File: src/udp_port_filter_rx_queue_macros.svh
// Assertion macros shared by the UDP port filter receive queue modules.
// Expects clk and arst_n in the scope where a macro is used.
`ifndef UDP_PORT_FILTER_RX_QUEUE_MACROS_SVH
`define UDP_PORT_FILTER_RX_QUEUE_MACROS_SVH

// same-cycle implication
`define UDPQ_ASSERT_IMP(name, ante, cons, msg) \
	name: assert property (@(posedge clk) disable iff (!arst_n) (ante) |-> (cons)) \
		else $error(msg);

// next-cycle implication
`define UDPQ_ASSERT_NXT(name, ante, cons, msg) \
	name: assert property (@(posedge clk) disable iff (!arst_n) (ante) |=> (cons)) \
		else $error(msg);

`endif

File: src/udpq_ram.sv
// Simple dual-port RAM with byte-lane write enables and registered read data.
// Generic; no package dependency.
module udpq_ram #(
	parameter int unsigned DEPTH = 4,
	parameter int unsigned NUM_LANES = 8,
	parameter int unsigned AW = (DEPTH > 1) ? $clog2(DEPTH) : 1
) (
	input  logic                   clk,
	input  logic [NUM_LANES-1:0]   we,
	input  logic [AW-1:0]          waddr,
	input  logic [8*NUM_LANES-1:0] wdata,
	input  logic [AW-1:0]          raddr,
	output logic [8*NUM_LANES-1:0] rdata
);

	logic [8*NUM_LANES-1:0] mem [DEPTH];

	always_ff @(posedge clk) begin
		for (int i = 0; i < NUM_LANES; i++) begin
			if (we[i]) begin
				mem[waddr][8*i +: 8] <= wdata[8*i +: 8];
			end
		end
		rdata <= mem[raddr];
	end

endmodule

File: config.mk
export PLATFORM = sky130hd
export DESIGN_NAME = udpq_ram
export DESIGN_NICKNAME = d
export VERILOG_FILES = /design/src/udp_port_filter_rx_queue_macros.svh /design/src/udpq_ram.sv
export SDC_FILE = /design/constraint.sdc
export NUM_CORES = 1
export LEC_CHECK = 0
export ABC_AREA = 1
export BUFFER_PORTS_ARGS = -buffer_cell sky130_fd_sc_hd__buf_2
export CAP_MARGIN = 25
export CORE_ASPECT_RATIO = 1.1
export CORE_MARGIN = 8
export CORE_UTILIZATION = 40
export DETAILED_ROUTE_END_ITERATION = 10
export GPL_TIMING_DRIVEN = 0
export HOLD_SLACK_MARGIN = 0.1
export PLACE_DENSITY_LB_ADDON = 0.15
export SYNTH_ARGS = -nofsm -noshare
export SYNTH_HDL_FRONTEND = slang
export SYNTH_SLANG_ARGS = --single-unit
File: constraint.sdc
create_clock -name clk -period 1.2 [get_ports clk]
set_input_delay 0.12 -clock clk [delete_from_list [all_inputs] [get_ports clk]]
set_output_delay 0.12 -clock clk [all_outputs]
set_load 0.02 [all_outputs]
==> summary.md, run 1 <==
| Metric | Value |
|---|---|
| Power after layout | `between 20 and 30 mW` |
| Wirelength, routed | `26.6 mm` |
| Maximum vdd drop | `around 0.0015 V` |
| Switching power | `about 5.6 mW` |
| Mapped Area | `12,200 sq um` |
| CP arrival | `~1.5 ns` |
| Starting density of the core | `0.403` |
| Type of destination of the critical path | `flop` |
| Register bit total from synthesis | `320` |
| Detailed-placement wirelength estimate | `between 15 and 20 mm` |
| CTS max path bufs | `3` |
| CP required | `between 1 and 1.5 ns` |
| Antenna Violating Nets Remaining | `0` |
| CP max FO | `8` |
| Vias in the first global route | `approximately 7,600` |
| Register Area | `~9000 sq um` |
| Sequential element share of the synthesized area | `0.736` |
| Clock power share | `0.410` |
| Slowest cell on crit path | `nor2_2` |
| Mapped Cells | `around 1,100` |
| Fin. max-slew vios | `0` |
| RSZ-0062 raised after global routing | `true` |
| Critical path class | `in -> reg` |
| Reg power frac | `0.509` |
| All-Layer GR Usage | `0.148` |
| Global-route wire length before repair | `~41 mm` |
| Site row count | `67` |
| Largest family of logic cells by synthesized area | `simple AND/OR/NAND/NOR gates` |
| Power density over the cells | `around 1600 nW/um^2` |
| 1st-iter DRT viols | `just under 400` |
| Hold Vio Cnt, Final | `0` |
| Maximum number of pins on one net before global-route repair | `15` |
| Max Cap Violations | `0` |
| H-tree depth | `2` |
| Antenna violations before repair | `1` |
| Syn Nets | `between 1,000 and 1,500` |
| GR Overflow Total | `0` |
| Nets@finish | `1,432` |
| Hold crit path type | `in -> reg` |
| Lkg Pwr | `between 7 and 8 nW` |
| Gpl congestion | `0.735` |
| Max_slew headroom | `0.343` |
| Startpoint Class | `input pin` |
| Post-CTS Setup Bufs | `0` |
| Die area | `roughly 36,000 sq um` |
| Xor-xnor portion of the synthesized cell area | `0` |
| Worst-path cell chain | `buf_2 -> inv_1 -> nand2_1 -> nor2_2` |
| Worst-margin pin slew | `0.983 ns` |
| Clock sinks | `320` |
| Worst clock skew | `0.0109 ns` |
| Clock Latency Late Sink | `around 0.50 ns` |
| Tcrit/Tclk final | `1.11` |
| Synth cell types | `11` |
| Failing checks | `negative setup slack` |
| Combinational share of power | `0.081` |
| CTS buffer count | `34` |
| YS warnings | `0` |
| Area post-placement | `~13,000 sq um` |
| Fillcell total | `around 2,700` |
| Clock Root Buffer | `clkbuf_16` |
| Synth Area in Simple Gates | `0.162` |
| Switching power share of the total | `0.221` |
| Multi-input logic area | `roughly 2100 sq um` |
| Die Y | `199 microns` |
| CTS tree | `yes` |
| PnR worst setup slack | `-0.137 ns` |
| Finished layout cell area | `around 15,000 sq um` |
| Chip width | `~180 microns` |
| Int Pwr | `about 20 mW` |
| Synth Area in Compound Gates | `0` |
| Final setup fails | `roughly 120` |
| # DRC | `0` |
| Post-synthesis adder-cell area fraction | `0` |
| Drt pass-1 iters | `5` |
| DR vias | `just under 8,000` |
| Run status | `finished with violations` |
| Post-synthesis mux area share | `0` |
| Vias per cell | `4.30` |
| Max frequency | `~750 MHz` |
| Minimum clock period | `1.34 ns` |
| CP peak stage delay | `about 0.63 ns` |
| Worst-path clk slew | `approximately 0.060 ns` |
| Core Area | `a little over 30,000 sq um` |
| I/O pin cnt | `around 140` |
| Area growth syn-to-layout | `25.4%` |
| Synth Area per Inst | `10.9 sq um` |
| Buffers on Ports | `140` |
| Drt wl/cell | `14.8 microns` |
| Share of cells above drive strength 1 | `0.180` |
[power groups by stage]
stage | clock network [mW] | registers, mW | logic [mW]
after CTS | 10.5 | 12.8 | 2.07
after global routing | 11.0 | 12.8 | 2.28
after global placement | 0 | 13.0 | 1.84
after floorplan | 0 | 13.3 | 0.805
after detailed placement | 0 | 13.0 | 1.87
final | 10.3 | 12.8 | 2.04
[registers in the layout, summed over array words and instances, names as in the netlist]
| name | count |
|---|---|
| mem | 256 |
| rdata | 64 |
[path summary, 6_finish.rpt]
check / start / endpoint / slack, ns / depth (start not counted)
hold / removal: raddr[0] / rdata[1]$_DFF_P_ / 0.16 / 5
setup reg to reg: mem[1][32]$_DFFE_PP_ / rdata[32]$_DFF_P_ / 0.44 / 4
setup / recovery: waddr[1] / mem[0][36]$_DFFE_PP_ / -0.14 / 4
hold reg to reg: mem[1][9]$_DFFE_PP_ / rdata[9]$_DFF_P_ / 0.54 / 4
[synthesized netlist by cell type]
cell	count	share of area
clkbuf_1	4	0.0012
buf_1	2	0.00062
buf_2	21	0.0086
nand3_1	128	0.053
dfxtp_1	64	0.11
nor2_1	32	0.0099
inv_2	2	0.00062
nand2_1	324	0.10
edfxtp_1	256	0.63
buf_4	14	0.0086
inv_1	266	0.082
[routing by layer]
layer	up-vias	share of wire	GRT usage
li1	3940	-	-
met1	3586	0.44	0.188
met2	164	0.48	0.253
met3	39	0.052	0.0309
met4	0	0.021	0.0453
met5	-	0	0
[worst max-delay path, delay by kind of cell]
kind	cells	cell delay (ns)
buffers and inverters	2	0.18
and+or+nand+nor	2	1.16
[metrics by stage]
step	setup WS [ns]	setup TNS, ns	hold slack (ns)	cells	util
after floorplan	0.128	0	0.219	1113	-
after global placement	-0.725	-161.27	0.337	1667	0.443
after detailed placement	-0.728	-165.68	0.342	1667	0.443
after CTS	-0.217	-12.10	0.144	1794	0.503
after global routing	-0.219	-21.53	0.173	1795	0.505
final	-0.137	-9.30	0.158	1796	0.505
[layout make-up]
cell class | instances | share of cell area
tap | 414 | 0.0339
clock buffer | 53 | 0.0657
buffer | 41 | 0.0152
sequential | 320 | 0.587
timing repair buffer | 206 | 0.0892
multi-input combinational | 484 | 0.137
antenna | 2 | 0.000328
inverter | 268 | 0.0658
clock inverter | 8 | 0.00622
[repair_timing]
item	CTS	global route
hold endpoints to repair	259	0
endpoints found under the setup margin	240	185
hold buffers	66	0
pin swaps	0	0
resized for setup	24	11
[cells by family after synthesis]
| logic type | count (synthesis) |
|---|---|
| simple gates | 484 |
| flops | 320 |
| buf+inv | 309 |
[cell usage in the layout (no fill, tap or decap), drive strengths merged]
cell and count:
buf 177, nand3 128, inv 269, bufinv 2
clkinvlp 1, diode 2, clkinv 4, dfxtp 64
edfxtp 256, dlygate4sd3 66, clkbuf 57, nand2 324
nor2 32
(Power assumes the default switching activity.)
==> run 2, diff against run 1 <==
BUFFER_PORTS_ARGS = not set   (was -buffer_cell sky130_fd_sc_hd__buf_2)
DONT_BUFFER_PORTS = 1   (was not set)
==> run 2 against run 1 <==
Net effect:
- the flow still finishes with violations (negative setup slack)
- combinational power decreased by 28%
- wire length decreased by 0.32%
- sequential power about the same
- critical path depth decreased by 1
- register-to-register slack about the same
- final area decreased by 4.1%
- clock power about the same
- maximum frequency decreased by 1.3%
- utilization decreased by 2.1 points
- critical endpoint is now mem[2][13]$_DFFE_PP_
- largest cell class unchanged
==> summary.md, run 2 (same netlist as run 1, synthesis figures left out) <==
| Metric | Value |
|---|---|
| Area growth syn-to-layout | `20.3% (was 25.4%)` |
| Starting density of the core | `0.403 (unchanged)` |
| CP arrival | `1.48 ns (was 1.47 ns)` |
| All-Layer GR Usage | `0.146 (was 0.148)` |
| # DRC | `0 (unchanged)` |
| Post-CTS Setup Bufs | `0 (unchanged)` |
| Tcrit/Tclk final | `1.13 (was 1.11)` |
| Startpoint Class | `input pin (unchanged)` |
| Vias in the first global route | `7,045 (was 7,637)` |
| Fin. max-slew vios | `0 (unchanged)` |
| Clock Root Buffer | `clkbuf_16 (unchanged)` |
| Hold crit path type | `in -> reg (unchanged)` |
| CP max FO | `8 (unchanged)` |
| Worst-margin pin slew | `0.856 ns (was 0.983 ns)` |
| Antenna Violating Nets Remaining | `0 (unchanged)` |
| Chip width | `182 microns (unchanged)` |
| Global-route wire length before repair | `40.4 mm (was 41.4 mm)` |
| Failing checks | `negative setup slack (unchanged)` |
| Clock Latency Late Sink | `0.50 ns (about the same)` |
| Gpl congestion | `0.729 (was 0.735)` |
| Hold Vio Cnt, Final | `0 (unchanged)` |
| CTS max path bufs | `3 (unchanged)` |
| Worst clock skew | `0.0112 ns (was 0.0109 ns)` |
| Fillcell total | `2,673 (was 2,656)` |
| CTS tree | `yes (unchanged)` |
| Max frequency | `739 MHz (was 748 MHz)` |
| Minimum clock period | `1.35 ns (was 1.34 ns)` |
| Clock power share | `0.406 (was 0.410)` |
| Max Cap Violations | `0 (unchanged)` |
| Int Pwr | `19.1 mW (was 19.6 mW)` |
| Hold_ws | `0.0540 ns (was 0.158 ns)` |
| Clock sinks | `320 (unchanged)` |
| Commonest cells after routing, fill and taps aside | `nand2_1, inv_1, edfxtp_1 (unchanged)` |
| Nets@finish | `1,305 (was 1,432)` |
| PnR worst setup slack | `-0.154 ns (was -0.137 ns)` |
| Vias per cell | `4.33 (was 4.30)` |
| Lkg Pwr | `6.49 nW (was 7.00 nW)` |
| Final setup fails | `44 (was 118)` |
| Die area | `36,300 sq um (unchanged)` |
| Reg power frac | `0.534 (was 0.509)` |
| Antenna violations before repair | `2 (was 1)` |
| CP peak stage delay | `0.84 ns (was 0.63 ns)` |
| Drt wl/cell | `15.9 microns (was 14.8 microns)` |
| Critical path class | `in -> reg (unchanged)` |
| CP required | `1.33 ns (about the same)` |
| Max_slew headroom | `0.428 (was 0.343)` |
| GR Overflow Total | `0 (unchanged)` |
| Share of cells above drive strength 1 | `0.0861 (was 0.180)` |
| RSZ-0062 raised after global routing | `true (unchanged)` |
| Commonest non-fill, non-tap cell in the layout | `nand2_1 (unchanged)` |
| Worst-path clk slew | `0.06 ns (about the same)` |
| Post-Place Setup Slack | `-0.608 ns (was -0.728 ns)` |
| CTS buffer count | `35 (was 34)` |
| I/O pin cnt | `141 (unchanged)` |
| Run status | `finished with violations (unchanged)` |
| Maximum vdd drop | `0.00117 V (was 0.00150 V)` |
| DR vias | `7,232 (was 7,729)` |
| Power density over the cells | `1670 nW/um^2 (was 1640 nW/um^2)` |
| Detailed-placement wirelength estimate | `16.9 mm (was 17.3 mm)` |
| Max reg flops | `256 (unchanged)` |
| Slowest cell on crit path | `nor2_1 (was nor2_2)` |
| Combinational share of power | `0.060 (was 0.081)` |
| Worst-path cell chain | `inv_1 -> nand2_1 -> nor2_1 (was buf_2 -> inv_1 -> nand2_1 -> nor2_2)` |
| Crit path max-delay family | `simple AND/OR/NAND/NOR gates (unchanged)` |
| Maximum number of pins on one net before global-route repair | `14 (was 15)` |
| Site row count | `67 (unchanged)` |
| Wirelength, routed | `26.5 mm (was 26.6 mm)` |
| Die Y | `199 microns (unchanged)` |
| Finished Core Util | `0.484 (was 0.505)` |
| Crit path buffers/inverters | `1 (was 2)` |
| Type of destination of the critical path | `flop (unchanged)` |
| Core Area | `30,300 sq um (unchanged)` |
| Largest Register | `mem (unchanged)` |
| Buffers on Ports | `0 (was 140)` |
| Power after layout | `24.5 mW (was 25.1 mW)` |
| Top Registers | `mem (256), rdata (64) (unchanged)` |
| 1st-iter DRT viols | `325 (was 395)` |
| Switching power | `5.42 mW (was 5.56 mW)` |
| H-tree depth | `2 (unchanged)` |
| Switching power share of the total | `0.221 (about the same)` |
| Drt pass-1 iters | `5 (unchanged)` |
[run 2: layer usage]
layer / vias up / global-route usage / routed length [microns]
li1: 3693 / - / -
met1: 3310 / 0.186 / 11600
met2: 184 / 0.243 / 12700
met3: 43 / 0.0366 / 1630
met4: 2 / 0.0465 / 642
met5: - / 0 / 13
[run 2: final cells by class]
class                      instances  area [sq um]  share of cell area
antenna                            1          2.50            0.000171
buffer                            41           263              0.0179
clock buffer                      59          1050              0.0716
clock inverter                     4          22.5             0.00154
inverter                         268          1010              0.0687
multi-input combinational        484          2040               0.139
sequential                       320          8970               0.612
tap                              414           518              0.0354
timing repair buffer              78           781              0.0533
[run 2: final timing paths]
check | startpoint | end | slack [ns] | cells after the start
worst max register to register | mem[1][46]$_DFFE_PP_ | rdata[46]$_DFF_P_ | 0.45 | 4
worst max-delay path | waddr[0] | mem[2][13]$_DFFE_PP_ | -0.15 | 3
worst min-delay path | we[5] | mem[2][43]$_DFFE_PP_ | 0.05 | 2
worst min register to register | mem[0][8]$_DFFE_PP_ | rdata[8]$_DFF_P_ | 0.53 | 4
[run 2: power by group through the flow]
stage / sequential [mW] / combinational (mW) / clock [mW]
detailed placement: 13.4 / 1.16 / 0
finish: 13.1 / 1.47 / 9.97
global route: 13.2 / 1.67 / 10.6
global placement: 13.3 / 1.15 / 0
CTS: 13.1 / 1.47 / 10.2
floorplan: 13.3 / 0.805 / 0
[run 2: timing repair]
item,in CTS,in global routing
setup endpoints to repair,158,232
gates resized for setup,8,40
hold endpoints to repair,377,80
hold buffers,74,4
[run 2: through the flow]
step / cells / setup TNS, ns / area [sq um]
detailed placement: 1527 / -136.11 / 12700
global placement: 1527 / -132.48 / 12700
CTS: 1664 / -7.56 / 14500
floorplan: 1113 / 0 / 12200
finish: 1669 / -4.93 / 14700
global route: 1669 / -7.24 / 14700
