`src/udp_port_filter_rx_queue_macros.svh`:
```
// Assertion macros shared by the UDP port filter receive queue modules.
// Expects clk and arst_n in the scope where a macro is used.
`ifndef UDP_PORT_FILTER_RX_QUEUE_MACROS_SVH
`define UDP_PORT_FILTER_RX_QUEUE_MACROS_SVH

// same-cycle implication
`define UDPQ_ASSERT_IMP(name, ante, cons, msg) \
	name: assert property (@(posedge clk) disable iff (!arst_n) (ante) |-> (cons)) \
		else $error(msg);

// next-cycle implication
`define UDPQ_ASSERT_NXT(name, ante, cons, msg) \
	name: assert property (@(posedge clk) disable iff (!arst_n) (ante) |=> (cons)) \
		else $error(msg);

`endif

```
`src/udpq_pkg.sv`:
```
// Shared types, constants and helpers for the UDP port filter receive queue.
// No dependencies; imported by every module of the block but udpq_ram.
package udpq_pkg;

	localparam int unsigned SLOT_COUNT = 4;
	localparam int unsigned SLOT_BYTES = 512;
	localparam int unsigned BEAT_BYTES = 8;
	localparam int unsigned UDP_HDR_BYTES = 8;

	localparam int unsigned SLOT_W = $clog2(SLOT_COUNT);
	localparam int unsigned WORDS_PER_SLOT = (SLOT_BYTES + BEAT_BYTES - 1) / BEAT_BYTES;
	localparam int unsigned PAY_DEPTH = SLOT_COUNT * WORDS_PER_SLOT;
	localparam int unsigned PAY_AW = $clog2(PAY_DEPTH);

	localparam int unsigned CNT_W = 16;
	localparam int unsigned PORT_W = 16;
	localparam int unsigned IP_W = 32;
	localparam int unsigned DATA_W = 64;
	localparam int unsigned LEN_W = 10;
	localparam int unsigned BC_W = 4;
	localparam int unsigned HLEN_W = 6;
	localparam int unsigned CFG_IDX_W = 1;
	localparam int unsigned CFG_DATA_W = 16;
	localparam int unsigned LANES = DATA_W / 8;

	// metadata word: [63:32] source ip, [31:16] source port, [15:0] stored length
	localparam logic [LANES-1:0] META_BE_IP = 8'hF0;
	localparam logic [LANES-1:0] META_BE_PORT_HI = 8'h08;
	localparam logic [LANES-1:0] META_BE_PORT_LO = 8'h04;
	localparam logic [LANES-1:0] META_BE_LEN = 8'h03;

	typedef enum logic [1:0] {
		STAT_ERROR = 2'd0,
		STAT_EMPTY = 2'd1,
		STAT_DATA  = 2'd2
	} status_t;

	typedef enum logic [CFG_IDX_W-1:0] {
		REG_BOUND_PORT = 1'b0,
		REG_RX_ENABLE  = 1'b1
	} cfg_reg_t;

	typedef enum logic [1:0] {
		RD_IDLE,
		RD_META,
		RD_BEAT
	} rd_state_t;

	typedef struct packed {
		logic [PORT_W-1:0] bound_port;
		logic              rx_enable;
		logic              clear;
	} cfg_t;

	typedef struct packed {
		logic [LANES-1:0]  be;
		logic [PAY_AW-1:0] addr;
		logic [DATA_W-1:0] data;
	} pay_wr_t;

	typedef struct packed {
		logic [LANES-1:0]  be;
		logic [SLOT_W-1:0] addr;
		logic [DATA_W-1:0] data;
	} meta_wr_t;

	typedef struct packed {
		status_t           status;
		logic [IP_W-1:0]   sender_ip;
		logic [PORT_W-1:0] sender_port;
		logic [DATA_W-1:0] data_word;
		logic [BC_W-1:0]   byte_count;
		logic              beat_last;
		logic [LEN_W-1:0]  delivered_len;
	} result_t;

	function automatic logic [SLOT_W-1:0] next_slot(input logic [SLOT_W-1:0] s);
		logic [SLOT_W-1:0] n;
		if (s == SLOT_W'(SLOT_COUNT - 1)) begin
			n = '0;
		end else begin
			n = s + 1'b1;
		end
		return n;
	endfunction

	// keep the first cnt bytes, counted from the most significant end
	function automatic logic [DATA_W-1:0] byte_keep_mask(input logic [BC_W-1:0] cnt);
		logic [DATA_W-1:0] m;
		m = '0;
		for (int i = 0; i < LANES; i++) begin
			if (BC_W'(i) < cnt) begin
				m[DATA_W-1-8*i -: 8] = 8'hFF;
			end
		end
		return m;
	endfunction

endpackage

```
`src/udpq_reader.sv`:
```
// Receive request sequencer: reads slot metadata, streams payload words as
// beats and frees the slot; also answers error and empty requests. Uses udpq_pkg.
`include "udp_port_filter_rx_queue_macros.svh"

module udpq_reader (
	input  logic                         clk,
	input  logic                         arst_n,
	input  logic                         accept,
	input  logic [udpq_pkg::LEN_W-1:0]   read_cap,
	input  udpq_pkg::cfg_t               cfg,
	input  logic [udpq_pkg::SLOT_W-1:0]  write_slot,
	output logic [udpq_pkg::SLOT_W-1:0]  read_slot,
	output logic                         busy,
	input  logic [udpq_pkg::DATA_W-1:0]  meta_rdata,
	output logic [udpq_pkg::PAY_AW-1:0]  pay_raddr,
	input  logic [udpq_pkg::DATA_W-1:0]  pay_rdata,
	output logic                         res_strobe,
	output udpq_pkg::result_t            res
);
	import udpq_pkg::*;

	rd_state_t state_q, state_d;
	logic [SLOT_W-1:0] read_slot_q;
	logic [LEN_W-1:0]  cap_q, total_q, pos_q, remain, stored_len, meta_total;
	logic [IP_W-1:0]   ip_q;
	logic [PORT_W-1:0] port_q;
	logic [BC_W-1:0]   beat_cnt, cnt_s1;
	logic              beat_issue, beat_last_c, valid_s1, last_s1;
	logic              rd_error, rd_empty, rd_start;
	logic              res_strobe_q;
	result_t           res_q;

	always_comb begin
		rd_error = accept && (!cfg.rx_enable || read_cap == '0);
		rd_empty = accept && !rd_error && (read_slot_q == write_slot);
		rd_start = accept && !rd_error && !rd_empty;
	end

	always_comb begin
		state_d = state_q;
		case (state_q)
			RD_IDLE: begin
				if (rd_start) begin
					state_d = RD_META;
				end
			end
			RD_META: begin
				state_d = RD_BEAT;
			end
			RD_BEAT: begin
				if (beat_last_c) begin
					state_d = RD_IDLE;
				end
			end
			default: begin
				state_d = RD_IDLE;
			end
		endcase
	end

	always_comb begin
		stored_len  = meta_rdata[LEN_W-1:0];
		meta_total  = (stored_len > cap_q) ? cap_q : stored_len;
		remain      = total_q - pos_q;
		beat_last_c = (remain <= LEN_W'(BEAT_BYTES));
		beat_cnt    = beat_last_c ? BC_W'(remain) : BC_W'(BEAT_BYTES);
		beat_issue  = (state_q == RD_BEAT);
		pay_raddr   = PAY_AW'(32'(read_slot_q) * WORDS_PER_SLOT + 32'(pos_q >> 3));
		busy        = (state_q != RD_IDLE) || valid_s1;
	end

	always_ff @(posedge clk or negedge arst_n) begin
		if (!arst_n) begin
			state_q      <= RD_IDLE;
			read_slot_q  <= '0;
			valid_s1     <= 1'b0;
			res_strobe_q <= 1'b0;
		end else begin
			state_q      <= state_d;
			valid_s1     <= beat_issue;
			res_strobe_q <= valid_s1 || rd_error || rd_empty;
			if (cfg.clear) begin
				read_slot_q <= '0;
			end else if (beat_issue && beat_last_c) begin
				read_slot_q <= next_slot(read_slot_q);
			end
		end
	end

	always_ff @(posedge clk) begin
		if (rd_start) begin
			cap_q <= read_cap;
		end
		if (state_q == RD_META) begin
			total_q <= meta_total;
			pos_q   <= '0;
			ip_q    <= meta_rdata[63:32];
			port_q  <= meta_rdata[31:16];
		end else if (beat_issue) begin
			pos_q <= pos_q + LEN_W'(beat_cnt);
		end
		if (beat_issue) begin
			cnt_s1  <= beat_cnt;
			last_s1 <= beat_last_c;
		end
		if (valid_s1) begin
			res_q.status        <= STAT_DATA;
			res_q.sender_ip     <= ip_q;
			res_q.sender_port   <= port_q;
			res_q.data_word     <= pay_rdata & byte_keep_mask(cnt_s1);
			res_q.byte_count    <= cnt_s1;
			res_q.beat_last     <= last_s1;
			res_q.delivered_len <= total_q;
		end else if (rd_error || rd_empty) begin
			res_q.status        <= rd_error ? STAT_ERROR : STAT_EMPTY;
			res_q.sender_ip     <= '0;
			res_q.sender_port   <= '0;
			res_q.data_word     <= '0;
			res_q.byte_count    <= '0;
			res_q.beat_last     <= 1'b1;
			res_q.delivered_len <= '0;
		end
	end

	assign read_slot  = read_slot_q;
	assign res_strobe = res_strobe_q;
	assign res        = res_q;

	`UDPQ_ASSERT_NXT(a_meta_then_beat, state_q == RD_META, state_q == RD_BEAT, "metadata not followed by beats")
	`UDPQ_ASSERT_NXT(a_beat_delivered, valid_s1, res_strobe_q && res_q.status == STAT_DATA, "issued beat lost")
	`UDPQ_ASSERT_IMP(a_short_beat_last, res_strobe_q && res_q.status == STAT_DATA && res_q.byte_count != 4'd8, res_q.beat_last, "partial beat not last")

endmodule

```
`config.mk`:
```
export PLATFORM = sky130hd
export DESIGN_NAME = udpq_reader
export DESIGN_NICKNAME = d
export VERILOG_FILES = /design/src/udpq_pkg.sv /design/src/udpq_reader.sv
export VERILOG_INCLUDE_DIRS = /design/src /design/src/src
export SDC_FILE = /design/constraint.sdc
export NUM_CORES = 1
export LEC_CHECK = 0
export ABC_CLOCK_PERIOD_IN_PS = 8020
export BUFFER_PORTS_ARGS = -buffer_cell sky130_fd_sc_hd__buf_2
export CORE_ASPECT_RATIO = 1.2
export CORE_MARGIN = 5
export CORE_UTILIZATION = 50
export CTS_CLUSTER_DIAMETER = 30
export DETAILED_ROUTE_END_ITERATION = 12
export GPL_TIMING_DRIVEN = 0
export PLACE_DENSITY_LB_ADDON = 0.3
export SKIP_LAST_GASP = 1
export SLEW_MARGIN = 20
export SYNTH_ARGS = -nofsm -noshare
export SYNTH_HDL_FRONTEND = slang
export SYNTH_SLANG_ARGS = --single-unit
```
`constraint.sdc`:
```
create_clock -name clk -period 8.02 [get_ports clk]
set_input_delay 1.604 -clock clk [delete_from_list [all_inputs] [get_ports clk]]
set_output_delay 1.604 -clock clk [all_outputs]
set_load 0.01 [all_outputs]
```
==> impl_metrics.csv <==
group,metric,value,unit
routing,drtPass1Iterations,5,
cells_and_area,area_delta_synth_final,32.43,%
logic_synthesis,synthFlopType,"edfxtp_1",
pwr,clkPwrFrac,31.5,%
timing,clock_skew,0.01877,ns
global_route,grt_pass1_vias,5947,
logic_synthesis,synth_fp_nets,783,
worst_setup_path,end_kind,"flop",
floorplan,die_y,155.5,um
min_path,worstHoldPathType,"reg -> reg",
logic_synthesis,synth-async-reset-ratio,2.752,%
logic_synthesis,synth_top_area_share,68.09,%
timing,fin_hold_ws,0.4691,ns
timing,setup_violations,0,
worst_setup_path,startpoint_type,"flop",
clock_tree,cts_sinks,218,
logic_synthesis,synth_adder_area_share,3.858,%
logic_synthesis,yosys.area_share.xor_xnor,0.9929,%
clock_tree,htreeDepth,2,
floorplan,fp.dieW,131.3,um
cells_and_area,final_cell_mix,"buf_2, edfxtp_1, and2_1, clkbuf_16, inv_1",
logic_synthesis,yosysSeqAreaShare,72.51,%
run,cap_violations,0,
logic_synthesis,synth.area.top_cells,"edfxtp_1, and2_1, ha_1, dfxtp_1, dfrtp_1",
global_route,overflow,0,
clock_tree,clkTransAtPathRegs,0.05,ns
global_route,busiest_layer,"met2",
cells_and_area,final_common_cell,"buf_2",
place,dp_hpwl,15.01,mm
logic_synthesis,synth_seq_cells,218,
logic_synthesis,synth_top_family_by_area,"simple AND/OR/NAND/NOR gates",
worst_setup_path,rr_endpoint,"pos_q[7]$_SDFFE_PN0P_",
routing,routed_via_density,5.085,
global_route,globalRouteMet3Util,5.336,%
floorplan,initial_core_util,50.58,%
global_route,grt_first_pass_wirelength,31.49,mm
worst_setup_path,worstPathArrival,4.64,ns
pwr,p_int,3.010,mW
pwr,combPwrFrac,27.2,%
worst_setup_path,crit_start,"total_q[0]$_DFFE_PN_",
pwr,ir_drop,202.2,uV
clock_tree,cts_setup_buffers,0,
cells_and_area,fin_nets,1103,
clock_tree,cts_tree,"built",
pwr,power_frac_seq,41.3,%
place,gp_congestion,0.8691,
global_route,grtUsageMet2,34.80,%
global_route,antenna_found_initial,0,
routing,first_iter_violations,310,
routing,routedWlPerCell,17.57,um
floorplan,core,17440,um^2
routing,dr_total_vias,5904,
timing,max_freq,233.0,MHz
clock_tree,cts_resized,0,
cells_and_area,antenna_cells,0,
timing,slew_headroom,55.07,%
timing,setup_tns,0,ns
timing,rsz0062_at_grt,"no",
worst_setup_path,worstPathMaxFanout,8,
logic_synthesis,synth_mux_area_share,0.4823,%
worst_setup_path,ff2ff_path_depth,17,
routing,drc_errors,0,
logic_synthesis,ys_warn_count,0,
logic_synthesis,synth_area,8821,um^2
logic_synthesis,synthSimpleGateAreaFrac,14.28,%
global_route,use_met1,22.61,%
cells_and_area,drive_above_1_share,38.04,%
timing,fin_crit_sh,53.51,%
clock_tree,root_buffer,"clkbuf_16",
clock_tree,ctsHoldBuffers,0,
pwr,switchingPower,1.322,mW
logic_synthesis,synth.distinct_cells,54,
floorplan,fp-row-count,53,
logic_synthesis,synth_edf_count,200,
global_route,track_usage,19.50,%
timing,hold_viol_final,0,
cells_and_area,final_core_utilization,66.98,%
worst_setup_path,required,8.36,ns
worst_setup_path,rrSetupSlack,3.73,ns
routing,drt_wl_total,20.40,mm
global_route,grt_max_degree,62,
floorplan,io_pins,302,
worst_setup_path,worstSetupEndpoint,"pos_q[7]$_SDFFE_PN0P_",
pwr,p_total,4.332,mW
logic_synthesis,syn_avg_cell_area,14.80,um^2
status,status,"completed",
pwr,total_leakage_power,5.047,nW
place,io_buffers,279,
clock_tree,insertion_delay,0.49,ns
logic_synthesis,synth_top_area_cell,"edfxtp_1",
pwr,switching_share,30.51,%
timing,period_needed,4.291,ns
worst_setup_path,setup.worst_path.class,"reg -> reg",
clock_tree,cts_buffer_depth,3,
worst_setup_path,r2r_start,"total_q[0]$_DFFE_PN_",
routing,antenna_left,0,
clock_tree,numCtsBuffers,35,
timing,maxSlewViolCount,0,
logic_synthesis,synth_cells,596,
logic_synthesis,synth_compound_area_share,5.546,%
floorplan,fp.dieArea,20410,um^2
pwr,powerDensity,370.9,nW/um^2
timing,worst_pin_slew,0.6694,ns
## worst min-delay path by stage
stage                                      from  slack, ns  depth (start not counted)               endpoint
after floorplan           pos_q[2]$_SDFFE_PN0P_       0.45                          2  pos_q[2]$_SDFFE_PN0P_
after global placement    res[127]$_SDFFE_PP0P_       0.45                          2  res[127]$_SDFFE_PP0P_
after detailed placement  res[127]$_SDFFE_PP0P_       0.47                          2  res[127]$_SDFFE_PP0P_
after CTS                 res[127]$_SDFFE_PP0P_       0.47                          2  res[127]$_SDFFE_PP0P_
after global routing      res[128]$_SDFFE_PP1P_       0.50                          1  res[128]$_SDFFE_PP1P_
final                     res[127]$_SDFFE_PP0P_       0.47                          2  res[127]$_SDFFE_PP0P_
## synth_stat cells (8+ instances only)
| library cell | n |
|---|---|
| xnor2_1 | 8 |
| nand3_1 | 11 |
| ha_1 | 24 |
| edfxtp_1 | 200 |
| o21ai_0 | 22 |
| dfxtp_1 | 12 |
| clkbuf_1 | 11 |
| nor2_1 | 18 |
| nor2b_1 | 16 |
| and3_1 | 10 |
| a21oi_1 | 11 |
| inv_1 | 29 |
| and2_1 | 112 |
| nand2_1 | 17 |
## per-layer routing
layer,vias to the layer above,routed length [um]
met1,2814,7620
met3,50,1434
met5,-,0
met4,0,587
li1,2814,-
met2,226,10760
## state kept, by name (all words and copies together) (netlist names), 2 cells and up, named ones only
signal     count
cnt_s1         4
ip_q          32
res          129
read_slot      2
state_q        2
cap_q         10
pos_q          9
port_q        16
total_q       10
## area by class of cell
cell class,instances,area (um^2)
Sequential cell,218,6396
Fill cell,1299,5759
Multi-Input combinational cell,330,2235
Timing Repair Buffer,283,1491
Clock buffer,39,890.9
Tap cell,220,275.3
Clock inverter,23,187.7
Inverter,29,108.9
Buffer,19,96.34
## logic make-up (layout without fill, tap and decap cells)
logic type      Yosys count  in the layout
flops                   218            218
fa+ha+maj                26             26
xor+xnor                 10             10
simple gates            216            216
mux                       4              4
compound gates           74             74
buf+inv                  48            393
## critical path, cell delays in order, from the launching register on
cell,delay [ns]
edfxtp_1,0.39
inv_1,0.06
ha_1,0.22
fa_1,0.44
nor2b_4,0.14
o2111ai_1,0.14
a21o_2,0.23
a221oi_2,0.28
o2111a_1,0.30
nand2b_1,0.08
clkbuf_1,0.21
nor2_1,0.30
ha_1,0.21
nand4_1,0.11
or2_2,0.31
o31a_1,0.29
o311ai_0,0.32
o21ai_1,0.12
## power groups by stage
| stage | clock network, mW | logic, mW | registers [mW] |
|---|---|---|---|
| final | 1.36 | 1.18 | 1.79 |
| after CTS | 1.39 | 1.20 | 1.79 |
| after floorplan | 0 | 0.512 | 1.98 |
| after detailed placement | 0 | 1.19 | 1.81 |
| after global routing | 1.45 | 1.29 | 1.83 |
| after global placement | 0 | 1.13 | 1.84 |
## through the flow
step / std cells / instance area [um^2] / setup slack, ns
6_report: 1161 / 11680 / 3.729
5_1_grt: 1161 / 11680 / 3.417
4_1_cts: 1161 / 11680 / 3.733
3_5_place_dp: 1099 / 10600 / 3.786
3_3_place_gp: 1095 / 10490 / 1.101
2_1_floorplan: 596 / 8821 / 2.585
No activity file was read; power rests on OpenSTA's default activity.
