<file path="src/udp_port_filter_rx_queue_macros.svh">
// Assertion macros shared by the UDP port filter receive queue modules.
// Expects clk and arst_n in the scope where a macro is used.
`ifndef UDP_PORT_FILTER_RX_QUEUE_MACROS_SVH
`define UDP_PORT_FILTER_RX_QUEUE_MACROS_SVH

// same-cycle implication
`define UDPQ_ASSERT_IMP(name, ante, cons, msg) \
	name: assert property (@(posedge clk) disable iff (!arst_n) (ante) |-> (cons)) \
		else $error(msg);

// next-cycle implication
`define UDPQ_ASSERT_NXT(name, ante, cons, msg) \
	name: assert property (@(posedge clk) disable iff (!arst_n) (ante) |=> (cons)) \
		else $error(msg);

`endif

</file>
<file path="src/udpq_pkg.sv">
// Shared types, constants and helpers for the UDP port filter receive queue.
// No dependencies; imported by every module of the block but udpq_ram.
package udpq_pkg;

	localparam int unsigned SLOT_COUNT = 4;
	localparam int unsigned SLOT_BYTES = 512;
	localparam int unsigned BEAT_BYTES = 8;
	localparam int unsigned UDP_HDR_BYTES = 8;

	localparam int unsigned SLOT_W = $clog2(SLOT_COUNT);
	localparam int unsigned WORDS_PER_SLOT = (SLOT_BYTES + BEAT_BYTES - 1) / BEAT_BYTES;
	localparam int unsigned PAY_DEPTH = SLOT_COUNT * WORDS_PER_SLOT;
	localparam int unsigned PAY_AW = $clog2(PAY_DEPTH);

	localparam int unsigned CNT_W = 16;
	localparam int unsigned PORT_W = 16;
	localparam int unsigned IP_W = 32;
	localparam int unsigned DATA_W = 64;
	localparam int unsigned LEN_W = 10;
	localparam int unsigned BC_W = 4;
	localparam int unsigned HLEN_W = 6;
	localparam int unsigned CFG_IDX_W = 1;
	localparam int unsigned CFG_DATA_W = 16;
	localparam int unsigned LANES = DATA_W / 8;

	// metadata word: [63:32] source ip, [31:16] source port, [15:0] stored length
	localparam logic [LANES-1:0] META_BE_IP = 8'hF0;
	localparam logic [LANES-1:0] META_BE_PORT_HI = 8'h08;
	localparam logic [LANES-1:0] META_BE_PORT_LO = 8'h04;
	localparam logic [LANES-1:0] META_BE_LEN = 8'h03;

	typedef enum logic [1:0] {
		STAT_ERROR = 2'd0,
		STAT_EMPTY = 2'd1,
		STAT_DATA  = 2'd2
	} status_t;

	typedef enum logic [CFG_IDX_W-1:0] {
		REG_BOUND_PORT = 1'b0,
		REG_RX_ENABLE  = 1'b1
	} cfg_reg_t;

	typedef enum logic [1:0] {
		RD_IDLE,
		RD_META,
		RD_BEAT
	} rd_state_t;

	typedef struct packed {
		logic [PORT_W-1:0] bound_port;
		logic              rx_enable;
		logic              clear;
	} cfg_t;

	typedef struct packed {
		logic [LANES-1:0]  be;
		logic [PAY_AW-1:0] addr;
		logic [DATA_W-1:0] data;
	} pay_wr_t;

	typedef struct packed {
		logic [LANES-1:0]  be;
		logic [SLOT_W-1:0] addr;
		logic [DATA_W-1:0] data;
	} meta_wr_t;

	typedef struct packed {
		status_t           status;
		logic [IP_W-1:0]   sender_ip;
		logic [PORT_W-1:0] sender_port;
		logic [DATA_W-1:0] data_word;
		logic [BC_W-1:0]   byte_count;
		logic              beat_last;
		logic [LEN_W-1:0]  delivered_len;
	} result_t;

	function automatic logic [SLOT_W-1:0] next_slot(input logic [SLOT_W-1:0] s);
		logic [SLOT_W-1:0] n;
		if (s == SLOT_W'(SLOT_COUNT - 1)) begin
			n = '0;
		end else begin
			n = s + 1'b1;
		end
		return n;
	endfunction

	// keep the first cnt bytes, counted from the most significant end
	function automatic logic [DATA_W-1:0] byte_keep_mask(input logic [BC_W-1:0] cnt);
		logic [DATA_W-1:0] m;
		m = '0;
		for (int i = 0; i < LANES; i++) begin
			if (BC_W'(i) < cnt) begin
				m[DATA_W-1-8*i -: 8] = 8'hFF;
			end
		end
		return m;
	endfunction

endpackage

</file>
<file path="src/udpq_ingress.sv">
// Ingress byte parser: tracks packet offset, picks out addresses and ports,
// writes payload and slot metadata, and commits packets to the ring. Uses udpq_pkg.
`include "udp_port_filter_rx_queue_macros.svh"

module udpq_ingress (
	input  logic                         clk,
	input  logic                         arst_n,
	input  logic                         accept,
	input  logic [7:0]                   in_byte,
	input  logic                         in_last,
	input  logic [udpq_pkg::HLEN_W-1:0]  header_len,
	input  udpq_pkg::cfg_t               cfg,
	input  logic [udpq_pkg::SLOT_W-1:0]  read_slot,
	output logic [udpq_pkg::SLOT_W-1:0]  write_slot,
	output udpq_pkg::pay_wr_t            pay_wr,
	output udpq_pkg::meta_wr_t           meta_wr
);
	import udpq_pkg::*;

	logic [CNT_W-1:0]  offset_q;
	logic [PORT_W-1:0] dst_port_q;
	logic [SLOT_W-1:0] write_slot_q;

	logic [CNT_W:0]   off_x, len_x, hdr_x, pay_start, pay_pos, pay_len;
	logic             in_payload, commit, is_ip_byte;
	logic [LEN_W-1:0] store_len;

	always_comb begin
		off_x     = {1'b0, offset_q};
		hdr_x     = (CNT_W+1)'(header_len);
		len_x     = off_x + 1'b1;
		pay_start = hdr_x + (CNT_W+1)'(UDP_HDR_BYTES);
		pay_pos   = off_x - pay_start;
		pay_len   = len_x - pay_start;
		if (pay_len > (CNT_W+1)'(SLOT_BYTES)) begin
			store_len = LEN_W'(SLOT_BYTES);
		end else begin
			store_len = LEN_W'(pay_len);
		end
		in_payload = (off_x >= pay_start) && (pay_pos < (CNT_W+1)'(SLOT_BYTES));
		// source address sits at offsets 12..15
		is_ip_byte = (offset_q[CNT_W-1:2] == (CNT_W-2)'(3));
		commit = accept && in_last && cfg.rx_enable && (len_x >= pay_start)
			&& (dst_port_q == cfg.bound_port) && (next_slot(write_slot_q) != read_slot);
	end

	always_comb begin
		pay_wr.be   = '0;
		pay_wr.addr = PAY_AW'(32'(write_slot_q) * WORDS_PER_SLOT + 32'(pay_pos >> 3));
		pay_wr.data = {LANES{in_byte}};
		if (accept && in_payload) begin
			pay_wr.be = 8'h80 >> pay_pos[2:0];
		end
	end

	always_comb begin
		meta_wr.be   = '0;
		meta_wr.addr = write_slot_q;
		meta_wr.data = {(offset_q == '0) ? 32'h0 : {4{in_byte}}, {2{in_byte}}, 16'(store_len)};
		if (accept) begin
			if (offset_q == '0) begin
				meta_wr.be = meta_wr.be | META_BE_IP;
			end
			if (is_ip_byte) begin
				meta_wr.be = meta_wr.be | (8'h80 >> offset_q[1:0]);
			end
			if (off_x == hdr_x) begin
				meta_wr.be = meta_wr.be | META_BE_PORT_HI;
			end
			if (off_x == hdr_x + 1'b1) begin
				meta_wr.be = meta_wr.be | META_BE_PORT_LO;
			end
		end
		if (commit) begin
			meta_wr.be = meta_wr.be | META_BE_LEN;
		end
	end

	always_ff @(posedge clk or negedge arst_n) begin
		if (!arst_n) begin
			offset_q     <= '0;
			dst_port_q   <= '0;
			write_slot_q <= '0;
		end else begin
			if (accept) begin
				if (in_last) begin
					offset_q   <= '0;
					dst_port_q <= '0;
				end else begin
					if (offset_q != '1) begin
						offset_q <= offset_q + 1'b1;
					end
					if (off_x == hdr_x + 2'd2) begin
						dst_port_q[15:8] <= in_byte;
					end else if (off_x == hdr_x + 2'd3) begin
						dst_port_q[7:0] <= in_byte;
					end
				end
			end
			if (cfg.clear) begin
				write_slot_q <= '0;
			end else if (commit) begin
				write_slot_q <= next_slot(write_slot_q);
			end
		end
	end

	assign write_slot = write_slot_q;

	`UDPQ_ASSERT_NXT(a_commit_keeps_gap, commit && !cfg.clear, write_slot_q != read_slot, "ring overfilled")
	`UDPQ_ASSERT_NXT(a_offset_saturates, accept && !in_last && offset_q == '1, offset_q == '1, "offset wrapped")

endmodule

</file>
<file path="config.mk">
export PLATFORM = sky130hd
export DESIGN_NAME = udpq_ingress
export DESIGN_NICKNAME = d
export VERILOG_FILES = /design/src/udpq_pkg.sv /design/src/udpq_ingress.sv
export VERILOG_INCLUDE_DIRS = /design/src /design/src/src
export SDC_FILE = /design/constraint.sdc
export NUM_CORES = 1
export LEC_CHECK = 0
export ABC_AREA = 1
export BUFFER_PORTS_ARGS = -buffer_cell sky130_fd_sc_hd__buf_4
export CORE_MARGIN = 2
export CORE_UTILIZATION = 28
export DETAILED_ROUTE_END_ITERATION = 6
export GPL_ROUTABILITY_DRIVEN = 0
export PLACE_DENSITY = 0.5
export SLEW_MARGIN = 20
export SYNTH_ARGS = -nofsm -noshare
export SYNTH_HDL_FRONTEND = slang
export SYNTH_SLANG_ARGS = --single-unit
</file>
<file path="constraint.sdc">
create_clock -name clk -period 4 [get_ports clk]
set_input_delay 0.8 -clock clk [delete_from_list [all_inputs] [get_ports clk]]
set_output_delay 0.8 -clock clk [all_outputs]
set_load 0.1 [all_outputs]
</file>
==> out/qor.txt, run 1 <==
Initial antenna violation count: 0
Total global routing overflow: 0
Most frequent cells in the layout: 270 x buf_4, 134 x nand2_1, 93 x inv_1
Failing checks: setup timing
Initial drt markers: 219
Critical path type: reg2out
Yosys reg bits: 34
GR Util All Layers: 18.21%
Max-Cap Viols: 0
Area of the core: 0.01864 sq mm
Final Instance Area: 0.008152 sq mm
Sequential area share after synthesis: 16.01%
Final setup violating endpoints: 9
Via density: 4.597
Storage cell area: 855.8 sq um
Largest net degree at the start of global routing: 35
Worst setup EP type: primary output
I/O pins: 194
Row Count: 50
WL/cell: 15.07 um
Clk sinks: 34
Worst path arrival time: 3.23 ns
Leakage power: 4.243 nW
Die area: 0.02010 sq mm
Clk buf depth: 2
Cts bufs inserted: 5
Cells after DPL: 1198
Overall power: 0.002633 W
FMAX: 247.9 MHz
CP startpoint kind: register
Placement Cell Area: 0.007022 sq mm
Final period util: 100.8%
CTS clk-pin slew, worst paths: 0.07 ns
Post-Syn Instances: 813
First-pass GRT wire length: 28.75 mm
Unique masters post-synth: 43
# diodes: 0
Mapped Area: 0.005314 sq mm
Commonest non-fill, non-tap cell in the layout: buf_4
Hold slack final: 0.4608 ns
Number of flops mapped to enable cells by yosys: 0
Multi-input logic area: 0.003825 sq mm
Die Wd: 141.8 um
Peak supply drop: 319.5 uV
Layout cells sized above 1: 46.14%
DR vias: 5659
CTS Hold Buffers Added: 0
Final hold violations: 0
Final min period: 4.034 ns
DRT antenna net count: 0
P&R area growth vs syn: 53.40%
Worst skew pair latency: 0.29 ns
Net count, final: 1061
DR pass1 iterations: 5
Main synth FF type: dfrtp_1
Clock Skew: 0.01417 ns
Layout Cells excl Fill: 1231
Share of async-settable or async-resettable flops after synthesis: 100.0%
Status: complete, but fails checks
CTS H-tree depth: 2
Height of the die: 141.8 um
Final worst slack: -0.03363 ns
CTS tree: yes
PD cells: 323.0 mW/mm^2
Setup TNS: -0.1449 ns
Final WL: 18.55 mm
Initial Util: 28.50%
Number of max-slew violations in the final report: 0
Worst path required time: 3.20 ns
CP max FO: 5
RSZ-0062 raised after global routing: true
Vias in the first global route: 5444
HPWL after detailed placement: 15.18 mm
Fill cells: 1925
Average size of a mapped cell: 6.536 sq um
Synth warnings: 0
Number of port buffers: 187
Clock root buffer: clkbuf_16
DRC Markers: 0
Hold Crit Class: in2async
==> cell usage after synthesis (7+ instances only) <==
| cell type | count | share of area (%) |
|---|---|---|
| nand2_1 | 157 | 11 |
| buf_4 | 117 | 17 |
| inv_1 | 100 | 7.1 |
| nor2_1 | 93 | 6.6 |
| nand3_1 | 70 | 6.6 |
| o21ai_0 | 36 | 3.4 |
| dfrtp_1 | 34 | 16 |
| xor2_1 | 30 | 4.9 |
| ha_1 | 25 | 5.9 |
| nand4_1 | 17 | 2.0 |
| a21oi_1 | 14 | 1.3 |
| nand2_2 | 13 | 1.5 |
| nor3_1 | 12 | 1.1 |
| nor3_2 | 10 | 1.9 |
| clkbuf_1 | 9 | 0.64 |
| nand2_4 | 8 | 1.7 |
| nor2_4 | 8 | 1.7 |
| xnor2_1 | 7 | 1.2 |
==> worst max-delay path, cell delays in order (launching register included) <==
cell	delay [ns]
dfrtp_2	0.43
ha_4	0.19
nand2_4	0.08
nor2_4	0.13
xor2_2	0.25
ha_4	0.25
nand2_1	0.08
nor2_1	0.04
a21boi_2	0.16
nor2_4	0.12
nand3_2	0.10
inv_4	0.09
nand2_4	0.06
nand2_2	0.06
nand2_2	0.06
nor2_4	0.12
nand3_4	0.12
buf_12	0.17
nor3_4	0.22
buf_12	0.20
==> area by class of cell <==
| cell class | count | area share [%] |
|---|---|---|
| Inverter | 105 | 4.912 |
| Clock inverter | 3 | 0.8442 |
| Tap cell | 234 | 3.592 |
| Multi-Input combinational cell | 549 | 46.92 |
| Timing Repair Buffer | 301 | 31.70 |
| Clock buffer | 5 | 1.535 |
| Sequential cell | 34 | 10.50 |
==> sequential cells by signal (all words and copies together) (netlist names) <==
name        count
dst_port_q     16
offset_q       16
write_slot      2
==> where the power goes <==
part           total (W)  internal, W  switching, W
Combinational    0.00171     0.000427       0.00129
Sequential      0.000384     0.000367     0.0000168
Clock           0.000536     0.000359      0.000177
==> repair_timing <==
item	in CTS	in global routing
pin swaps	14	39
gates cloned	1	0
setup buffers	16	10
setup endpoints to repair	19	19
gates resized for setup	86	76
==> metrics by stage <==
stage / setup slack (ns) / util [%]
6_report: -0.03363 / 43.72
3_3_place_gp: -0.1309 / 37.66
5_1_grt: -0.1936 / 43.72
4_1_cts: -0.03661 / 41.71
2_1_floorplan: -0.2719 / -
3_5_place_dp: -0.1974 / 37.66
==> layer usage <==
layer	GRT usage (%)	wire [um]	vias up
li1	-	-	2838
met1	23.78	7993	2581
met2	32.96	9313	227
met3	1.856	1054	13
met4	3.000	189	0
met5	0	0	-
==> final timing paths <==
path                             endpoint  cells past startpoint          start  slack (ns)
max in group asynchronous     offset_q[2]                      1         arst_n        3.16
hold reg to reg             dst_port_q[3]                      2  dst_port_q[3]        0.53
setup reg to reg           dst_port_q[13]                     12    offset_q[0]        1.04
min in group clk            dst_port_q[3]                      2  dst_port_q[3]        0.53
hold / removal                offset_q[8]                      1         arst_n        0.46
setup / recovery               meta_wr[2]                     19    offset_q[0]       -0.03
==> cells by family (layout without fill, tap and decap cells) <==
kind of cell,Yosys count,in the layout,synth area share (%)
simple gates,408,408,38.19
buf+inv,235,414,24.96
compound gates,70,70,7.723
xor+xnor,38,38,6.405
flops,34,34,16.01
fa+ha+maj,27,27,6.640
other cells,1,6,0.07057
No activity file was read; power rests on OpenSTA's default activity.
==> run 2: changes to the inputs <==
--- a/config.mk
+++ b/config.mk
@@ -12,6 +12,7 @@
 export CORE_UTILIZATION = 28
 export DETAILED_ROUTE_END_ITERATION = 6
 export GPL_ROUTABILITY_DRIVEN = 0
+export MAX_ROUTING_LAYER = met4
 export PLACE_DENSITY = 0.5
 export SLEW_MARGIN = 20
 export SYNTH_ARGS = -nofsm -noshare
==> run 2 against run 1 <==
Against the previous run:
- non-clock buffer count unchanged
- combinational power about the same
- utilization unchanged
- final cell count unchanged
- total power about the same
- the run still ends with setup timing left
- cell area unchanged
- first-iteration DRC count increased by 11%
- clock power about the same
- critical endpoint unchanged
- critical path type is now in2out
- sequential share of layout area unchanged
- global-route usage increased by 0.54 points
- wire length decreased by 0.32%
- setup slack improved by 0.010 ns
==> out/qor.txt, run 2 (synthesized netlist as in run 1, its figures left out) <==
CTS tree: yes
CTS clk-pin slew, worst paths: 0.07 ns
Critical path type: in2out
Final period util: 100.6%
Final WL: 18.49 mm
Final min period: 4.023 ns
Clk sinks: 34
Worst skew pair latency: 0.29 ns
Worst setup EP type: primary output
Most frequent cells in the layout: 270 x buf_4, 134 x nand2_1, 93 x inv_1
I/O pins: 194
RSZ-0062 raised after global routing: true
WL/cell: 15.02 um
CP bufs+invs: 4
Setup TNS: -0.08215 ns
CP max FO: 5
Crit-path cells: buf_4 -> ha_4 -> xnor2_4 -> ha_4 -> nand2_4 -> inv_2 -> nand2_2 -> nand2_2 -> nor2_4 -> nor2_4 -> nand2_2 -> nor2_2 -> nor2_2 -> nand2_1 -> nand2_2 -> nand2_2 -> nand3_4 -> buf_12 -> nor3_4 -> buf_12
Row Count: 50
Final worst slack: -0.02323 ns
Commonest non-fill, non-tap cell in the layout: buf_4
GR Util All Layers: 18.75%
CP delay by family, top: simple AND/OR/NAND/NOR gates
# diodes: 0
P&R area growth vs syn: 53.40%
Hold Crit Class: in2async
Clock Skew: 0.01411 ns
Dpl ws: -0.1974 ns
Largest net degree at the start of global routing: 35
CP startpoint kind: input pin
R2r setup slk: 1.06 ns
PD cells: 322.8 mW/mm^2
DRT antenna net count: 0
DR pass1 iterations: 4
Area of the core: 0.01864 sq mm
Total global routing overflow: 0
Crit-path most repeated cell: nand2_2
Height of the die: 141.8 um
Worst path required time: 3.20 ns
Vias in the first global route: 5450
Via density: 4.606
Initial Util: 28.50%
Clk buf depth: 2
Peak supply drop: 320.0 uV
Leakage power: 4.243 nW
Failing checks: setup timing
DR vias: 5670
Layout cells sized above 1: 46.14%
Die Wd: 141.8 um
Number of port buffers: 187
Number of max-slew violations in the final report: 0
Initial antenna violation count: 0
Status: complete, but fails checks
DRC Markers: 0
Final hold violations: 0
Max-Cap Viols: 0
HPWL after detailed placement: 15.18 mm
Storage cell area: 855.8 sq um
Net count, final: 1061
Worst path arrival time: 3.22 ns
Initial drt markers: 244
Final setup violating endpoints: 8
Fill cells: 1925
FMAX: 248.6 MHz
Multi-input logic area: 0.003825 sq mm
Cts bufs inserted: 5
First-pass GRT wire length: 28.80 mm
Clock root buffer: clkbuf_16
Slowest cell on crit path: ha_4
Largest stage delay on the critical path: 0.32 ns
Die area: 0.02010 sq mm
CTS H-tree depth: 2
## run 2: cell counts in the layout (fill, tap and decap cells not counted)
No cell type changed its count.
## run 2: final timing paths
path,start,end,cells after the start
hold reg to reg,dst_port_q[3],dst_port_q[3],2
setup / recovery,header_len[4],meta_wr[2],20
setup reg to reg,offset_q[0],dst_port_q[13],12
min in group clk,dst_port_q[3],dst_port_q[3],2
max in group asynchronous,arst_n,offset_q[2],1
hold / removal,arst_n,write_slot[0],1
## run 2: per-stage QoR
step	instance area (sq um)	util (%)	std cells	power (W)	hold WS, ns
2_1_floorplan	5564	-	818	0.001692	0.4950
3_3_place_gp	7022	37.66	1198	0.002019	0.5127
3_5_place_dp	7022	37.66	1198	0.002021	0.5220
4_1_cts	7776	41.71	1222	0.002615	0.4743
5_1_grt	8152	43.72	1231	0.002743	0.4978
6_report	8152	43.72	1231	0.002632	0.4581
## run 2: area by class of cell
class                           instances  share of cell area, %
Clock inverter                          3                 0.8442
Multi-Input combinational cell        549                  46.92
Inverter                              105                  4.912
Clock buffer                            5                  1.535
Tap cell                              234                  3.592
Sequential cell                        34                  10.50
Timing Repair Buffer                  301                  31.70
## run 2: power by group
| group | switching, W | internal, W |
|---|---|---|
| Clock | 0.000177 | 0.000359 |
| Combinational | 0.00129 | 0.000427 |
| Sequential | 0.0000168 | 0.000367 |
| Total | 0.00148 | 0.00115 |
## run 2: per-layer routing
metal	up-vias	part of all wire (%)	track usage (%)
met5	-	0	-
met3	11	5.1	1.755
met1	2622	44	23.82
li1	2835	-	-
met2	202	50	33.01
met4	0	0.95	3.000
## run 2: repair_timing
| action | 4_1_cts | 5_1_grt |
|---|---|---|
| cloned | 1 | 0 |
| hold endpoints to repair | 0 | 0 |
| hold buffers | 0 | 0 |
| setup endpoints to repair | 19 | 19 |
| pin swaps | 14 | 39 |
| buffers inserted | 16 | 10 |
| gates resized for setup | 86 | 76 |
==> run 3: changes to the inputs <==
--- a/config.mk
+++ b/config.mk
@@ -8,10 +8,11 @@
 export LEC_CHECK = 0
 export ABC_AREA = 1
 export BUFFER_PORTS_ARGS = -buffer_cell sky130_fd_sc_hd__buf_4
-export CORE_MARGIN = 2
+export CORE_MARGIN = 3
 export CORE_UTILIZATION = 28
 export DETAILED_ROUTE_END_ITERATION = 6
 export GPL_ROUTABILITY_DRIVEN = 0
+export GPL_TIMING_DRIVEN = 0
 export MAX_ROUTING_LAYER = met4
 export PLACE_DENSITY = 0.5
 export SLEW_MARGIN = 20
==> run 3 against run 2 <==
Against the previous run:
- the flow still finishes with violations (setup timing)
- total power fell by 3.6%
- first-iteration DRC count is 30% higher
- global-route usage rose by 0.13 points
- flip-flop and latch count unchanged
- sequential share of layout area shrank 0.31 points
- utilization increased by 2.0 points
- via count is 2.9% higher
- critical path depth down 2
- die area up 2.8%
- count of clock-buffer cells in the layout is 1 higher
- cell area increased by 2.9%
- final cell count rose by 3.7%
==> out/qor.txt, run 3 (synthesized netlist as in run 1, its figures left out) <==
DR vias: 5837
Worst Tran Pin Value: 0.5672 ns
Switching Power: 0.001468 W
CTS Hold Buffers Added: 0
Final period util: 102.5%
Slowest cell on crit path: dfrtp_2
Initial drt markers: 318
WL/cell: 15.13 um
# diodes: 0
Worst path arrival time: 3.30 ns
Final hold violations: 0
Combinational Power Share: 68.8%
Die Wd: 143.8 um
P&R area growth vs syn: 57.88%
Peak supply drop: 234.0 uV
Worst skew pair latency: 0.28 ns
Register share of total power: 15.1%
Worst path required time: 3.20 ns
Overall power: 0.002537 W
CP max FO: 6
Total global routing overflow: 0
Die area: 0.02067 sq mm
Multi-input logic area: 0.003774 sq mm
Worst setup EP type: primary output
Height of the die: 143.8 um
Crit-path most repeated cell: nor2_4
Cells after DPL: 1232
Crit-path cells: buf_6 -> nand3_4 -> nor2_4 -> xor2_4 -> ha_4 -> a21oi_4 -> nand2_2 -> nor2_4 -> nor2_4 -> nor2_8 -> nand2_1 -> nand2_1 -> nand3_1 -> nor2_2 -> nand3_4 -> buf_12 -> nor3_4 -> buf_12
PD cells: 302.4 mW/mm^2
Clock root buffer: clkbuf_16
CTS tree: yes
Leakage power: 4.425 nW
DR pass1 iterations: 5
Via density: 4.574
Largest net degree at the start of global routing: 35
Number of port buffers: 185
HPWL after detailed placement: 15.55 mm
Max-Cap Viols: 0
Vias in the first global route: 5811
Dpl ws: -0.6742 ns
Slew margin rel.: 62.19%
FF-to-FF path depth: 12
Failing checks: setup timing
Status: complete, but fails checks
Setup TNS: -0.8078 ns
Clock Skew: 0.006617 ns
Fill cells: 1887
GR Util All Layers: 18.88%
Initial Util: 28.99%
Storage cell area: 854.6 sq um
Post-Route Utilization: 45.76%
Clk pwr share: 16.1%
I/O pins: 194
DRT antenna net count: 0
RSZ-0062 raised after global routing: true
Pint: 0.001068 W
Area of the core: 0.01833 sq mm
Final WL: 19.30 mm
Most frequent cells in the layout: 311 x buf_4, 145 x nand2_1, 94 x inv_1
Initial antenna violation count: 0
Final worst slack: -0.09914 ns
Final min period: 4.099 ns
Largest stage delay on the critical path: 0.45 ns
CTS clk-pin slew, worst paths: 0.06 ns
Clk buf depth: 2
Critical path type: reg2out
Hold Crit Class: in2async
Clk sinks: 34
Layout cells sized above 1: 45.56%
Net count, final: 1111
First-pass GRT wire length: 30.23 mm
CTS H-tree depth: 2
Cts bufs inserted: 5
CP startpoint kind: register
Number of max-slew violations in the final report: 0
Final setup violating endpoints: 18
Row Count: 49
Layout Cells excl Fill: 1276
FMAX: 244.0 MHz
DRC Markers: 0
Sw frac: 57.88%
Commonest non-fill, non-tap cell in the layout: buf_4
==> run 3: cell type report <==
class,count,share of cell area [%]
tap,229,3.415
clock buffer,6,1.655
sequential,34,10.19
inverter,105,4.907
buffer,130,11.33
clock inverter,2,0.1491
multi-input combinational,549,44.98
timing repair buffer,221,23.37
==> run 3: stage by stage <==
stage	instance area (sq um)	hold slack, ns
5_1_grt	8389	0.4986
3_5_place_dp	7239	0.5149
2_1_floorplan	5564	0.4950
3_3_place_gp	7239	0.5172
6_report	8389	0.4611
4_1_cts	8165	0.4995
==> run 3: timing repair <==
action,CTS,global route
buffers inserted,26,9
pin swaps,15,10
resized for setup,117,29
setup endpoints to repair,21,21
cloned,1,0
==> run 3: worst paths after layout <==
path / to / start / slack, ns
min in group clk: dst_port_q[10] / dst_port_q[10] / 0.53
worst max register to register: dst_port_q[9] / offset_q[0] / 1.11
worst min register to register: dst_port_q[10] / dst_port_q[10] / 0.53
worst max-delay path: meta_wr[4] / offset_q[0] / -0.1
worst min-delay path: offset_q[11] / arst_n / 0.46
max in group asynchronous: offset_q[1] / arst_n / 3.17
==> run 3: critical path: cells and delay by family (launching register included) <==
family | cells | cell delay [ns]
buffers and inverters | 3 | 0.50
AO/OA/AOI/OAI | 1 | 0.18
flip-flops | 1 | 0.45
AND/OR/NAND/NOR | 12 | 1.41
XOR/XNOR | 1 | 0.21
adder cells (fa/ha/maj) | 1 | 0.26
==> run 3: metal layers <==
layer | track usage, % | share of wire [%] | vias up
li1 | - | - | 2928
met1 | 23.41 | 42 | 2701
met2 | 33.10 | 51 | 197
met3 | 2.762 | 6.0 | 11
met4 | 3.171 | 0.92 | 0
met5 | - | 0 | -
==> run 3: power groups by stage <==
| stage | combinational [W] | sequential, W | clock [W] |
|---|---|---|---|
| 3_5_place_dp | 0.00164 | 0.000389 | 0 |
| 2_1_floorplan | 0.00131 | 0.000385 | 0 |
| 4_1_cts | 0.00172 | 0.000382 | 0.000415 |
| 3_3_place_gp | 0.00164 | 0.000388 | 0 |
| 5_1_grt | 0.00183 | 0.000385 | 0.000435 |
| 6_report | 0.00174 | 0.000382 | 0.000410 |
